File: config.mk
export PLATFORM = sky130hd
export DESIGN_NAME = char_range_expander
export DESIGN_NICKNAME = d
export VERILOG_FILES = /design/src/design/cre_pkg.sv /design/src/design/cre_datapath.sv /design/src/design/cre_ctrl.sv /design/src/design/char_range_expander.sv
export SDC_FILE = /design/constraint.sdc
export NUM_CORES = 1
export LEC_CHECK = 0
export BUFFER_PORTS_ARGS = -buffer_cell sky130_fd_sc_hd__buf_4
export CORE_ASPECT_RATIO = 0.75
export CORE_UTILIZATION = 59
export CTS_CLUSTER_DIAMETER = 40
export DETAILED_ROUTE_END_ITERATION = 8
export HOLD_SLACK_MARGIN = 0.12
export MAX_ROUTING_LAYER = met4
export PLACE_DENSITY = 0.89
export SLEW_MARGIN = 5
export SYNTH_ARGS = -nofsm -noshare
export SYNTH_HDL_FRONTEND = slang
export SYNTH_HIERARCHICAL = 1
export SYNTH_SLANG_ARGS = --single-unit
export TNS_END_PERCENT = 50
File: constraint.sdc
create_clock -name clk -period 4.54 [get_ports clk]
set_input_delay 0.681 -clock clk [delete_from_list [all_inputs] [get_ports clk]]
set_output_delay 0.681 -clock clk [all_outputs]
set_load 0.1 [all_outputs]
File: src/design/cre_pkg.sv
// Shared types, character constants and class helpers for the range expander.
// Used by the controller, the datapath and the top level.
`default_nettype none

package cre_pkg;

  localparam logic [7:0] CH_DASH = 8'h2D;
  localparam logic [7:0] CH_LA   = 8'h61;
  localparam logic [7:0] CH_LZ   = 8'h7A;
  localparam logic [7:0] CH_UA   = 8'h41;
  localparam logic [7:0] CH_UZ   = 8'h5A;
  localparam logic [7:0] CH_D0   = 8'h30;
  localparam logic [7:0] CH_D9   = 8'h39;
  localparam logic [7:0] CH_NUL  = 8'h00;
  // distance between the two letter cases
  localparam logic [7:0] CASE_OFS = CH_LA - CH_UA;

  typedef enum logic [2:0] {
    ST_IDLE,
    ST_RANGE,
    ST_DASH,
    ST_CHAR,
    ST_END
  } state_t;

  typedef enum logic [1:0] {
    SRC_RANGE,
    SRC_DASH,
    SRC_CHAR,
    SRC_END
  } src_t;

  // controller to datapath
  typedef struct packed {
    logic load;       // take the input item and update string state
    logic emit;       // load the output register
    src_t src;        // what the output register takes
    logic emit_last;  // result is the final one of its item
    logic k_inc;      // advance the range counter
  } cmd_t;

  // datapath to controller
  typedef struct packed {
    logic pend;        // a dash is waiting for its tail
    logic ok;          // held head and incoming byte form a valid range
    logic nonempty;    // the range emits at least one character
    logic in_last;     // incoming byte ends the string
    logic dash_new;    // incoming byte becomes a held dash
    logic last_r;      // latched item ends the string
    logic dash_new_r;  // latched item left a held dash
    logic k_at_tail;   // range counter has reached the tail
    logic slot_free;   // output register can take a result this cycle
  } sts_t;

  function automatic logic is_lower(input logic [7:0] c);
    return (c >= CH_LA) && (c <= CH_LZ);
  endfunction

  function automatic logic is_upper(input logic [7:0] c);
    return (c >= CH_UA) && (c <= CH_UZ);
  endfunction

  function automatic logic is_digit(input logic [7:0] c);
    return (c >= CH_D0) && (c <= CH_D9);
  endfunction

endpackage

`default_nettype wire

File: src/design/cre_datapath.sv
// Datapath of the range expander: string state, range counter, output register.
// Depends on cre_pkg; driven by cre_ctrl through cmd_t, reports through sts_t.
`default_nettype none

module cre_datapath (
  input  wire logic          clk,
  input  wire logic          rst_n,
  input  wire logic [7:0]    in_char,
  input  wire logic          in_last,
  input  wire logic          out_stall,
  input  wire cre_pkg::cmd_t cmd,
  output cre_pkg::sts_t      sts,
  output logic               out_valid,
  output logic [7:0]         out_char,
  output logic               out_is_end,
  output logic               out_last
);
  import cre_pkg::*;

  logic [7:0] prev_r, prev_nxt;
  logic       pend_r, pend_nxt;
  logic       start_r;
  logic [7:0] c_r;
  logic       last_r;
  logic       dash_new_r;
  logic [7:0] k_r;
  logic       out_valid_r;
  logic [7:0] out_char_r;
  logic       out_is_end_r;
  logic       out_last_r;

  logic [7:0] head_cv;
  logic       range_ok;
  logic       dash_new;

  // convert the head to the tail's case, then test the range
  always_comb begin
    head_cv = prev_r;
    if (is_lower(prev_r) && is_upper(in_char)) begin
      head_cv = prev_r - CASE_OFS;
    end else if (is_upper(prev_r) && is_lower(in_char)) begin
      head_cv = prev_r + CASE_OFS;
    end
    range_ok = (head_cv <= in_char) &&
               ((is_lower(head_cv) && is_lower(in_char)) ||
                (is_upper(head_cv) && is_upper(in_char)) ||
                (is_digit(head_cv) && is_digit(in_char)));
    // after a rejected dash the byte is never at the start of the string
    dash_new = (in_char == CH_DASH) && !in_last && (pend_r || !start_r);
  end

  // work out the string state that the item leaves behind
  always_comb begin
    prev_nxt = in_char;
    pend_nxt = dash_new;
    if (pend_r && range_ok) begin
      pend_nxt = 1'b0;
    end else if (dash_new) begin
      prev_nxt = pend_r ? CH_DASH : prev_r;
    end
  end

  // string state; the end of a string returns it to reset values
  always_ff @(posedge clk) begin
    if (!rst_n) begin
      prev_r  <= CH_NUL;
      pend_r  <= 1'b0;
      start_r <= 1'b1;
    end else if (cmd.load) begin
      if (in_last) begin
        prev_r  <= CH_NUL;
        pend_r  <= 1'b0;
        start_r <= 1'b1;
      end else begin
        prev_r  <= prev_nxt;
        pend_r  <= pend_nxt;
        start_r <= 1'b0;
      end
    end
  end

  // latch the item and seed the range counter
  always_ff @(posedge clk) begin
    if (cmd.load) begin
      c_r        <= in_char;
      last_r     <= in_last;
      dash_new_r <= dash_new;
      k_r        <= head_cv + 8'd1;
    end else if (cmd.k_inc) begin
      k_r <= k_r + 8'd1;
    end
  end

  // output register: hold while stalled, drop once taken
  always_ff @(posedge clk) begin
    if (!rst_n) begin
      out_valid_r <= 1'b0;
    end else if (cmd.emit) begin
      out_valid_r <= 1'b1;
    end else if (!out_stall) begin
      out_valid_r <= 1'b0;
    end
  end

  always_ff @(posedge clk) begin
    if (cmd.emit) begin
      out_last_r <= cmd.emit_last;
      case (cmd.src)
        SRC_RANGE: begin
          out_char_r   <= k_r;
          out_is_end_r <= 1'b0;
        end
        SRC_DASH: begin
          out_char_r   <= CH_DASH;
          out_is_end_r <= 1'b0;
        end
        SRC_CHAR: begin
          out_char_r   <= c_r;
          out_is_end_r <= 1'b0;
        end
        default: begin
          out_char_r   <= CH_NUL;
          out_is_end_r <= 1'b1;
        end
      endcase
    end
  end

  // status back to the controller
  always_comb begin
    sts.pend       = pend_r;
    sts.ok         = range_ok;
    sts.nonempty   = head_cv < in_char;
    sts.in_last    = in_last;
    sts.dash_new   = dash_new;
    sts.last_r     = last_r;
    sts.dash_new_r = dash_new_r;
    sts.k_at_tail  = (k_r == c_r);
    sts.slot_free  = !out_valid_r || !out_stall;
  end

  assign out_valid  = out_valid_r;
  assign out_char   = out_char_r;
  assign out_is_end = out_is_end_r;
  assign out_last   = out_last_r;

endmodule

`default_nettype wire

File: src/design/cre_ctrl.sv
// Controller of the range expander: sequences the results of one item.
// Depends on cre_pkg; commands cre_datapath through cmd_t.
`default_nettype none

module cre_ctrl (
  input  wire logic          clk,
  input  wire logic          rst_n,
  input  wire logic          in_valid,
  output logic               in_stall,
  input  wire cre_pkg::sts_t sts,
  output cre_pkg::cmd_t      cmd
);
  import cre_pkg::*;

  state_t state_r, state_nxt;
  logic   accept;

  assign accept = (state_r == ST_IDLE) && in_valid;

  // next state
  always_comb begin
    state_nxt = state_r;
    case (state_r)
      ST_IDLE: begin
        if (accept) begin
          if (sts.pend) begin
            if (!sts.ok) begin
              state_nxt = ST_DASH;
            end else if (sts.nonempty) begin
              state_nxt = ST_RANGE;
            end else if (sts.in_last) begin
              state_nxt = ST_END;
            end
          end else if (!sts.dash_new) begin
            state_nxt = ST_CHAR;
          end
        end
      end
      ST_RANGE: begin
        if (sts.slot_free && sts.k_at_tail) begin
          state_nxt = sts.last_r ? ST_END : ST_IDLE;
        end
      end
      ST_DASH: begin
        if (sts.slot_free) begin
          state_nxt = sts.dash_new_r ? ST_IDLE : ST_CHAR;
        end
      end
      ST_CHAR: begin
        if (sts.slot_free) begin
          state_nxt = sts.last_r ? ST_END : ST_IDLE;
        end
      end
      ST_END: begin
        if (sts.slot_free) begin
          state_nxt = ST_IDLE;
        end
      end
      default: state_nxt = ST_IDLE;
    endcase
  end

  always_ff @(posedge clk) begin
    if (!rst_n) begin
      state_r <= ST_IDLE;
    end else begin
      state_r <= state_nxt;
    end
  end

  // commands
  always_comb begin
    cmd.load      = accept;
    cmd.emit      = 1'b0;
    cmd.src       = SRC_END;
    cmd.emit_last = 1'b1;
    cmd.k_inc     = 1'b0;
    in_stall      = (state_r != ST_IDLE);
    case (state_r)
      ST_IDLE: begin
        cmd.emit = 1'b0;
      end
      ST_RANGE: begin
        cmd.emit      = sts.slot_free;
        cmd.src       = SRC_RANGE;
        cmd.emit_last = sts.k_at_tail && !sts.last_r;
        cmd.k_inc     = sts.slot_free;
      end
      ST_DASH: begin
        cmd.emit      = sts.slot_free;
        cmd.src       = SRC_DASH;
        cmd.emit_last = sts.dash_new_r;
      end
      ST_CHAR: begin
        cmd.emit      = sts.slot_free;
        cmd.src       = SRC_CHAR;
        cmd.emit_last = !sts.last_r;
      end
      ST_END: begin
        cmd.emit      = sts.slot_free;
        cmd.src       = SRC_END;
        cmd.emit_last = 1'b1;
      end
      default: begin
        cmd.emit = 1'b0;
      end
    endcase
  end

endmodule

`default_nettype wire

File: src/design/char_range_expander.sv
// Character range expander: takes a string a byte at a time and writes it out
// with shorthand such as a-e expanded to the characters after the head. Each
// input item is taken in the idle state; the item then produces its results one
// per cycle, when the output is not stalled, through a single output register.
// The longest item, a full letter range ending the string, gives 26 results.
// An item that only holds a dash gives no result and the next item may follow
// in the very next cycle. The input stalls while an item's results are still
// being produced; the last result of an item may wait in the output register
// while the next item is taken. Depends on cre_pkg, cre_ctrl and cre_datapath.
`default_nettype none

module char_range_expander (
  input  wire logic       clk,
  input  wire logic       rst_n,
  input  wire logic       in_valid,
  output logic            in_stall,
  input  wire logic [7:0] in_char,
  input  wire logic       in_last,
  output logic            out_valid,
  input  wire logic       out_stall,
  output logic [7:0]      out_char,
  output logic            out_is_end,
  output logic            out_last
);
  import cre_pkg::*;

  cmd_t cmd;
  sts_t sts;

  // sequence the results of each item
  cre_ctrl u_ctrl (
    .clk      (clk),
    .rst_n    (rst_n),
    .in_valid (in_valid),
    .in_stall (in_stall),
    .sts      (sts),
    .cmd      (cmd)
  );

  // hold string state and build each result
  cre_datapath u_dp (
    .clk        (clk),
    .rst_n      (rst_n),
    .in_char    (in_char),
    .in_last    (in_last),
    .out_stall  (out_stall),
    .cmd        (cmd),
    .sts        (sts),
    .out_valid  (out_valid),
    .out_char   (out_char),
    .out_is_end (out_is_end),
    .out_last   (out_last)
  );

endmodule

`default_nettype wire

==> metrics.md, run 1 <==
| Metric | Value |
|---|---|
| Critical Path RT | 4790 ps |
| Vias/cell | 6.07 |
| Worst hold path class | flop to flop |
| Core area | 4200 um2 |
| Post-CTS Setup Bufs | 0 |
| CTS Buf Count | 5 |
| VDD IR-drop max | 0.579 mV |
| DR DRC count | 0 |
| Placer Congestion | 0.953 |
| Via count | 2,105 |
| Sw Pwr | 1.05 mW |
| Ys Warns | 6 |
| Fin nets | 316 |
| Die area | 4830 um2 |
| Initial antenna violation count | 0 |
| Min Clock Period, post-route | 4270 ps |
| Vias in the first global route | 1,873 |
| Starting Density | 63.9% |
| Post-synthesis register bit count | 42 |
| Hold-fix buffer count after cts | 0 |
| Register share of total power | 35.6% |
| Worst r2r src | u_dp/prev_r[5]$_SDFFE_PN0P_ |
| Source of the worst hold timing path | u_dp/start_r$_SDFFE_PN1P_ |
| Worst rel slew slack | 53.4% |
| Filler Cell Count | 329 |
| Clock slew at the register clock pins of the worst setup and hold paths | 80 ps |
| Die Wd | 79.9 um |
| Distinct cell type count after synthesis | 52 |
| Final Hold Slack | 488 ps |
| Worst slew pin tran | 699 ps |
| First-pass GRT wire length | 9310 um |
| Mapped Nets | 303 |
| Ant. Diodes | 0 |
| ANT nets after route | 0 |
| Layout cell share with drive strength beyond 1 | 14.7% |
| Total Power | 2.12 mW |
| Htree depth | 2 |
| Avg Inst Size Synth | 9.67 um2 |
| Crit Path Max Fanout | 8 |
| Post-route setup slack | 268 ps |
| CP Launch Type | flop |
| CP Capture Type | flop |
| Most frequent cells in the layout | edfxtp_1, buf_4, nor2_1 |
| Worst Setup SP | u_dp/prev_r[5]$_SDFFE_PN0P_ |
| TritonCTS clock tree | built |
| Synth Cell Area | 2690 um2 |
| Cell count after synthesis | 278 |
| Max-slew violation count | 0 |
| All-Layer GR Usage | 27.4% |
| Switching Share | 49.5% |
| Synth Flop Type | edfxtp_1 |
| EDFF count, synth | 28 |
| Share of flip-flops with an asynchronous set or reset | 0% |
| Status | finished, final reports clean |
| Total gr overflow | 0 |
| Area delta synth->final | 9.87% |
| Seq/Total Area, Yosys | 41.7% |
| Rows | 20 |
| Int Pwr | 1.07 mW |
| Max-cap violations | 0 |
| Root Driver | clkbuf_8 |
| Pre-CTS WS | 67.9 ps |
| Comb pwr share | 52.6% |
| First-pass DRT Iterations | 4 |
| Static Leak | 1.12 nW |
| Drt initial violations | 163 |
| Crit Path Class | flop to flop |
| Io pins | 25 |
| Critical path data arrival time | 4520 ps |
| Fmax achieved | 234 MHz |
| WL/cell | 16.4 um |
| Fin crit share | 94.1% |
| Commonest non-fill, non-tap cell in the layout | edfxtp_1 |
| Clock skew | 5.28 ps |
| Clk sinks | 42 |
| Die height | 60.5 um |
| Clock Power Share | 11.8% |
| Max clock buf depth | 2 |
| Post-DP HPWL | 4410 um |
| Pwr Density | 719 nW/um2 |
| Final Hold Viols | 0 |
| Worst-Skew Late Latency | 300 ps |
| Pin count of the biggest net entering global routing | 17 |
| Finish-stage setup viols | 0 |
| Count of input and output buffers | 24 |
| Final Core Density | 70.2% |
| Total wire length | 5680 um |
-- stage by stage --
| stage | area [um2] | setup TNS (ps) | std cells |
|---|---|---|---|
| final | 2950 | 0 | 347 |
| after global routing | 2950 | -52.5 | 347 |
| after CTS | 2930 | 0 | 347 |
| after detailed placement | 2840 | 0 | 339 |
| after global placement | 2840 | 0 | 339 |
| after floorplan | 2690 | 0 | 278 |
-- cells by family after synthesis --
| logic type | share of synthesized area [%] |
|---|---|
| xor gates and xnor gates | 5.54 |
| DFF | 41.7 |
| AOI/OAI and AO/OA | 15.4 |
| adders and majority gates | 5.59 |
| and+or+nand+nor | 20.2 |
| muxes | 5.21 |
| buffers and inverters | 6.42 |
-- registers in the layout, summed over array words and instances, names as in the netlist --
signal / flops
u_dp/out_char: 8
u_dp/last_r: 1
u_dp/start_r: 1
u_dp/out_is_end: 1
u_dp/prev_r: 8
u_dp/c_r: 8
u_dp/k_r: 8
u_dp/pend_r: 1
u_dp/out_last: 1
u_ctrl/state_r: 3
u_dp/out_valid: 1
u_dp/dash_new_r: 1
-- power by group through the flow --
| stage | combinational, mW | clock, mW | sequential [mW] |
|---|---|---|---|
| 6_report | 1.12 | 0.250 | 0.757 |
| 5_1_grt | 1.20 | 0.273 | 0.775 |
| 4_1_cts | 1.12 | 0.254 | 0.755 |
| 3_5_place_dp | 1.12 | 0 | 0.762 |
| 3_3_place_gp | 1.09 | 0 | 0.754 |
| 2_1_floorplan | 0.593 | 0 | 1.07 |
-- critical path, cell delays in order, from the launching register on --
cell	delay [ps]
dfxtp_1	400
inv_1	210
ha_1	170
nor4bb_1	320
a32oi_2	210
o31ai_1	400
o21bai_2	150
ha_1	330
a21o_1	160
a21o_1	170
a21oi_1	140
o21a_1	190
o21bai_1	110
a2111oi_2	430
nand2_1	120
or4_1	420
a22oi_1	180
o21a_1	130
-- timing repair --
item / in CTS / in global routing
hold endpoints to repair: 0 / 0
setup endpoints to repair: 0 / 2
gates resized for setup: 0 / 4
-- metal layers --
layer | track usage [%] | part of all wire (%)
met5 | - | 0
met1 | 36.5 | 45
met4 | 7.14 | 0.81
met3 | 6.92 | 8.1
met2 | 41.9 | 46
-- Yosys cell counts, types with 6 or more instances --
library cell	instances	area [um2]
edfxtp_1	28	841
nor2_1	20	75.1
nand2_1	19	71.3
inv_1	18	67.6
a21oi_1	17	85.1
nor2b_1	15	93.8
dfxtp_1	14	280
mux2i_1	14	140
ha_1	12	150
o21ai_0	12	60.1
xnor2_1	11	96.3
buf_4	9	67.6
clkbuf_1	8	30.0
nor3_1	8	40.0
xor2_1	6	52.6
-- final cells by class --
cell class | instances | area, um2 | share of cell area (%)
well taps | 55 | 68.8 | 2.33
multi-input cells | 199 | 1420 | 48.0
clock inverters | 1 | 5.00 | 0.169
inverters | 18 | 67.6 | 2.29
flip-flops and latches | 42 | 1120 | 38.0
repair buffers | 25 | 188 | 6.36
clock buffers | 7 | 86.3 | 2.92
-- final timing paths --
path | end | slack [ps] | cells after the start
worst max-delay path | u_ctrl/state_r[2]$_SDFFE_PN0P_ | 270 | 17
worst min-delay path | u_dp/start_r$_SDFFE_PN1P_ | 490 | 2
worst max register to register | u_ctrl/state_r[2]$_SDFFE_PN0P_ | 270 | 17
worst min register to register | u_dp/start_r$_SDFFE_PN1P_ | 490 | 2
(Power assumes the default switching activity.)
==> inputs of run 2 (changes only) <==
--- a/config.mk
+++ b/config.mk
@@ -7,12 +7,12 @@
 export LEC_CHECK = 0
 export BUFFER_PORTS_ARGS = -buffer_cell sky130_fd_sc_hd__buf_4
 export CORE_ASPECT_RATIO = 0.75
-export CORE_UTILIZATION = 59
+export CORE_UTILIZATION = 55
 export CTS_CLUSTER_DIAMETER = 40
 export DETAILED_ROUTE_END_ITERATION = 8
 export HOLD_SLACK_MARGIN = 0.12
 export MAX_ROUTING_LAYER = met4
-export PLACE_DENSITY = 0.89
+export PLACE_DENSITY = 0.85
 export SLEW_MARGIN = 5
 export SYNTH_ARGS = -nofsm -noshare
 export SYNTH_HDL_FRONTEND = slang
==> metrics.md, run 2 (synthesis results as in run 1) <==
| Metric | Value |
|---|---|
| Die area | 5170 um2 (was 4830 um2) |
| Max clock buf depth | 2 (unchanged) |
| Clk sinks | 42 (unchanged) |
| Hold-fix buffer count after cts | 0 (unchanged) |
| Critical path data arrival time | 4500 ps (was 4520 ps) |
| Total wire length | 6120 um (was 5680 um) |
| CTS Buf Count | 5 (unchanged) |
| All-Layer GR Usage | 27.6% (was 27.4%) |
| Finish-stage setup viols | 0 (unchanged) |
| Vias in the first global route | 2,101 (was 1,873) |
| Core area | 4570 um2 (was 4200 um2) |
| Worst hold path class | flop to flop (unchanged) |
| Drt initial violations | 140 (was 163) |
| Pwr Density | 741 nW/um2 (was 719 nW/um2) |
| Register area | 1120 um2 (unchanged) |
| Vias/cell | 5.95 (was 6.07) |
| Filler Cell Count | 396 (was 329) |
| TritonCTS clock tree | built (unchanged) |
| Total Power | 2.20 mW (was 2.12 mW) |
| Ant. Diodes | 0 (unchanged) |
| Fin nets | 316 (unchanged) |
| Post-CTS Setup Bufs | 0 (unchanged) |
| Fmax achieved | 235 MHz (was 234 MHz) |
| Post-DP HPWL | 4470 um (was 4410 um) |
| Static Leak | 1.12 nW (about the same) |
| RSZ-0062 raised after global routing | no |
| ANT nets after route | 0 (unchanged) |
| Clock slew at the register clock pins of the worst setup and hold paths | 80 ps (about the same) |
| Root Driver | clkbuf_8 (unchanged) |
| Multi-input combinational cell area | 1400 um2 (was 1420 um2) |
| Most frequent cells in the layout | edfxtp_1, buf_4, nor2_1 (unchanged) |
| Area delta synth->final | 10.3% (was 9.87%) |
| Total gr overflow | 0 (unchanged) |
| VDD IR-drop max | 0.602 mV (was 0.579 mV) |
| Die Wd | 82.7 um (was 79.9 um) |
| WL/cell | 17.5 um (was 16.4 um) |
| Critical Path RT | 4790 ps (about the same) |
| Htree depth | 2 (unchanged) |
| Post-cts repair resize count | 0 (unchanged) |
| First-pass GRT wire length | 10,300 um (was 9310 um) |
| Status | finished, final reports clean (unchanged) |
| Final Core Density | 64.8% (was 70.2%) |
| Final setup TNS | 0 ps (unchanged) |
| CP Capture Type | flop (unchanged) |
| Pin count of the biggest net entering global routing | 17 (unchanged) |
| Fin crit share | 93.6% (was 94.1%) |
| Die height | 62.5 um (was 60.5 um) |
| CP Launch Type | flop (unchanged) |
| Placer Congestion | 1.02 (was 0.953) |
| Crit Path Class | flop to flop (unchanged) |
| Io pins | 25 (unchanged) |
| First-pass DRT Iterations | 4 (unchanged) |
| Initial antenna violation count | 0 (unchanged) |
| Count of input and output buffers | 24 (unchanged) |
| Worst rel slew slack | 54.4% (was 53.4%) |
| Crit Path Max Fanout | 8 (unchanged) |
| Commonest non-fill, non-tap cell in the layout | edfxtp_1 (unchanged) |
| Via count | 2,077 (was 2,105) |
| DR DRC count | 0 (unchanged) |
| Layout cell share with drive strength beyond 1 | 13.7% (was 14.7%) |
| Final Hold Viols | 0 (unchanged) |
| Clock skew | 9.07 ps (was 5.28 ps) |
| Max-slew violation count | 0 (unchanged) |
| Flop2flop setup slack | 290 ps (was 270 ps) |
| Max-cap violations | 0 (unchanged) |
| Min Clock Period, post-route | 4250 ps (was 4270 ps) |
| Worst-Skew Late Latency | 300 ps (about the same) |
| Rows | 21 (was 20) |
| Worst slew pin tran | 684 ps (was 699 ps) |
| Starting Density | 58.8% (was 63.9%) |
## run 2: critical path, stage by stage (launching register included)
cell and delay [ps]:
dfxtp_1 500, inv_1 190, ha_1 230, nor4bb_1 140
a32oi_1 350, o31ai_1 150, o21bai_1 340, ha_1 320
a21o_1 160, a21o_1 160, a21oi_1 130, o21a_1 190
o21bai_1 100, a2111oi_2 420, nand2_1 120, or4_1 400
a22oi_1 180, o21a_1 130
## run 2: metrics by stage
step | instance area, um2 | hold WS, ps | setup WS (ps) | instances
final | 2960 | 495 | 291 | 349
after floorplan | 2690 | 442 | 558 | 278
after global placement | 2840 | 462 | 222 | 341
after CTS | 2960 | 498 | 313 | 349
after global routing | 2960 | 549 | 3.57 | 349
after detailed placement | 2840 | 476 | 112 | 341
## run 2: metal layers
layer  wire length (um)  vias to the layer above  track usage (%)
met1               2860                      991             37.5
met5                  0                        -                -
li1                   -                     1022                -
met2               2900                       52             40.5
met3                242                       12             5.11
met4                112                        0             11.0
## run 2: final timing paths
kind,startpoint,end,depth (start not counted)
worst min-delay path,u_dp/start_r$_SDFFE_PN1P_,u_dp/start_r$_SDFFE_PN1P_,2
worst min register to register,u_dp/start_r$_SDFFE_PN1P_,u_dp/start_r$_SDFFE_PN1P_,2
worst max-delay path,u_dp/prev_r[5]$_SDFFE_PN0P_,u_ctrl/state_r[2]$_SDFFE_PN0P_,17
worst max register to register,u_dp/prev_r[5]$_SDFFE_PN0P_,u_ctrl/state_r[2]$_SDFFE_PN0P_,17
## run 2: area by class of cell
cell class	count	area share, %
Timing Repair Buffer	25	6.33
Clock buffer	7	2.91
Inverter	18	2.28
Tap cell	57	2.41
Multi-Input combinational cell	199	47.2
Sequential cell	42	37.8
Clock inverter	1	1.01
## run 2: where the power goes
part           leakage, nW  switching (mW)  internal (mW)
clock               0.0585           0.129          0.179
sequential           0.385           0.144          0.619
combinational        0.675           0.794          0.331
total                 1.12            1.07           1.13
==> inputs of run 3 (changes only) <==
--- a/config.mk
+++ b/config.mk
@@ -12,7 +12,7 @@
 export DETAILED_ROUTE_END_ITERATION = 8
 export HOLD_SLACK_MARGIN = 0.12
 export MAX_ROUTING_LAYER = met4
-export PLACE_DENSITY = 0.85
+export PLACE_DENSITY = 0.82
 export SLEW_MARGIN = 5
 export SYNTH_ARGS = -nofsm -noshare
 export SYNTH_HDL_FRONTEND = slang
==> metrics.md, run 3 (synthesis results as in run 1) <==
| Metric | Value |
|---|---|
| Max clock buf depth | 2 (unchanged) |
| Bufs and invs on worst path | 1 (unchanged) |
| Non-filler cells, final | 350 (was 349) |
| Vias/cell | 6.14 (was 5.95) |
| Root Driver | clkbuf_8 (unchanged) |
| Fmax achieved | 234 MHz (was 235 MHz) |
| Post-route setup slack | 270 ps (was 291 ps) |
| Min Clock Period, post-route | 4270 ps (was 4250 ps) |
| Clk sinks | 42 (unchanged) |
| Crit-path cells | inv_1 > ha_1 > nor4bb_2 > a32oi_2 > nor3b_2 > a21o_1 > o21ai_0 > ha_1 > a21o_1 > a21oi_1 > o21a_1 > o21bai_1 > a2111oi_2 > nand2_1 > or4_1 > a22oi_1 > o21a_1 (was inv_1 > ha_1 > nor4bb_1 > a32oi_1 > o31ai_1 > o21bai_1 > ha_1 > a21o_1 > a21o_1 > a21oi_1 > o21a_1 > o21bai_1 > a2111oi_2 > nand2_1 > or4_1 > a22oi_1 > o21a_1) |
| Die Wd | 82.7 um (unchanged) |
| CTS Buf Count | 5 (unchanged) |
| Cell family with most CP delay | compound AO/OA/AOI/OAI gates (unchanged) |
| Starting Density | 58.8% (unchanged) |
| Slowest-stage cell, CP | dfxtp_1 (unchanged) |
| Core area | 4570 um2 (unchanged) |
| Commonest non-fill, non-tap cell in the layout | edfxtp_1 (unchanged) |
| Static Leak | 1.14 nW (was 1.12 nW) |
| Die area | 5170 um2 (unchanged) |
| Worst slew pin tran | 642 ps (was 684 ps) |
| Initial antenna violation count | 0 (unchanged) |
| Filler Cell Count | 383 (was 396) |
| Vias in the first global route | 2,048 (was 2,101) |
| DR DRC count | 0 (unchanged) |
| TritonCTS clock tree | built (unchanged) |
| RSZ-0062 raised after global routing | no (unchanged) |
| Final Hold Viols | 0 (unchanged) |
| Critical Path RT | 4790 ps (about the same) |
| ANT nets after route | 0 (unchanged) |
| Die height | 62.5 um (unchanged) |
| Io pins | 25 (unchanged) |
| Area delta synth->final | 12.2% (was 10.3%) |
| Max-cap violations | 0 (unchanged) |
| VDD IR-drop max | 0.823 mV (was 0.602 mV) |
| CP Capture Type | flop (unchanged) |
| Fin crit share | 94.0% (was 93.6%) |
| Crit Path Class | flop to flop (unchanged) |
| Clock slew at the register clock pins of the worst setup and hold paths | 90 ps (was 80 ps) |
| Count of input and output buffers | 24 (unchanged) |
| Most frequent cells in the layout | edfxtp_1, buf_4, nor2_1 (unchanged) |
| Pwr Density | 746 nW/um2 (was 741 nW/um2) |
| Total wire length | 6240 um (was 6120 um) |
| Ant. Diodes | 0 (unchanged) |
| Status | finished, final reports clean (unchanged) |
| Pre-CTS WS | 185 ps (was 112 ps) |
| Worst hold path class | flop to flop (unchanged) |
| All-Layer GR Usage | 26.9% (was 27.6%) |
| Drt initial violations | 161 (was 140) |
| Placed instance count | 342 (was 341) |
| Worst rel slew slack | 57.2% (was 54.4%) |
| Total gr overflow | 0 (unchanged) |
| Hold-fix buffer count after cts | 0 (unchanged) |
| Htree depth | 2 (unchanged) |
| First-pass GRT wire length | 10,100 um (was 10,300 um) |
| Final Hold Slack | 492 ps (was 495 ps) |
| Crit Path Max Fanout | 8 (unchanged) |
| Fin nets | 317 (was 316) |
| Finish-stage setup viols | 0 (unchanged) |
| Via count | 2,148 (was 2,077) |
| Total Power | 2.25 mW (was 2.20 mW) |
| Layout cell share with drive strength beyond 1 | 15.7% (was 13.7%) |
| Final setup TNS | 0 ps (unchanged) |
| Rows | 21 (unchanged) |
| Critical path data arrival time | 4520 ps (was 4500 ps) |
| Worst-Skew Late Latency | 290 ps (was 300 ps) |
| WL/cell | 17.8 um (was 17.5 um) |
| Post-DP HPWL | 4590 um (was 4470 um) |
| Largest stage delay, worst path | 530 ps (was 500 ps) |
| Pin count of the biggest net entering global routing | 16 (was 17) |
| Max-slew violation count | 0 (unchanged) |
| CP Launch Type | flop (unchanged) |
| First-pass DRT Iterations | 4 (unchanged) |
| Clock skew | 5.61 ps (was 9.07 ps) |
| Placer Congestion | 0.906 (was 1.02) |
run 3: worst min-delay path: stages (launching register included):
cell,delay [ps]
dfxtp_1,340
mux2i_1,70
nand2_1,60
run 3: area by class of cell:
| cell class | count | area [um2] | share of cell area [%] |
|---|---|---|---|
| well taps | 57 | 71.3 | 2.36 |
| repair buffers | 26 | 195 | 6.47 |
| clock buffers | 5 | 68.8 | 2.28 |
| multi-input cells | 199 | 1420 | 47.2 |
| inverters | 18 | 67.6 | 2.24 |
| clock inverters | 3 | 68.8 | 2.28 |
| flip-flops and latches | 42 | 1120 | 37.2 |
run 3: worst paths after layout:
path | startpoint | cells after the start | to | slack (ps)
max | u_dp/prev_r[5]$_SDFFE_PN0P_ | 17 | u_ctrl/state_r[2]$_SDFFE_PN0P_ | 270
min reg2reg | u_dp/start_r$_SDFFE_PN1P_ | 2 | u_dp/start_r$_SDFFE_PN1P_ | 490
max reg2reg | u_dp/prev_r[5]$_SDFFE_PN0P_ | 17 | u_ctrl/state_r[2]$_SDFFE_PN0P_ | 270
min | u_dp/start_r$_SDFFE_PN1P_ | 2 | u_dp/start_r$_SDFFE_PN1P_ | 490
run 3: layer usage:
| layer | GRT usage (%) | routed length (um) | vias up |
|---|---|---|---|
| li1 | - | - | 1023 |
| met1 | 38.2 | 2760 | 996 |
| met2 | 37.6 | 2850 | 120 |
| met3 | 5.69 | 567 | 9 |
| met4 | 9.27 | 64 | 0 |
| met5 | - | 0 | - |
run 3: timing repair:
action                                 in CTS  in global routing
endpoints found under the hold margin       0                  0
buffers inserted                            0                  0
resized for setup                           0                  5
setup endpoints to repair                   0                  1
run 3: stage by stage:
step                cell area (um2)  util, %
detailed placement             2850     62.3
CTS                            2990     65.3
floorplan                      2690        -
global placement               2850     62.3
global route                   3020     66.0
finish                         3020     66.0
run 3: report_power, final:
part           leakage, nW  switching (mW)  internal [mW]
sequential           0.385           0.146          0.619
combinational        0.684           0.797          0.333
clock               0.0683           0.137          0.220
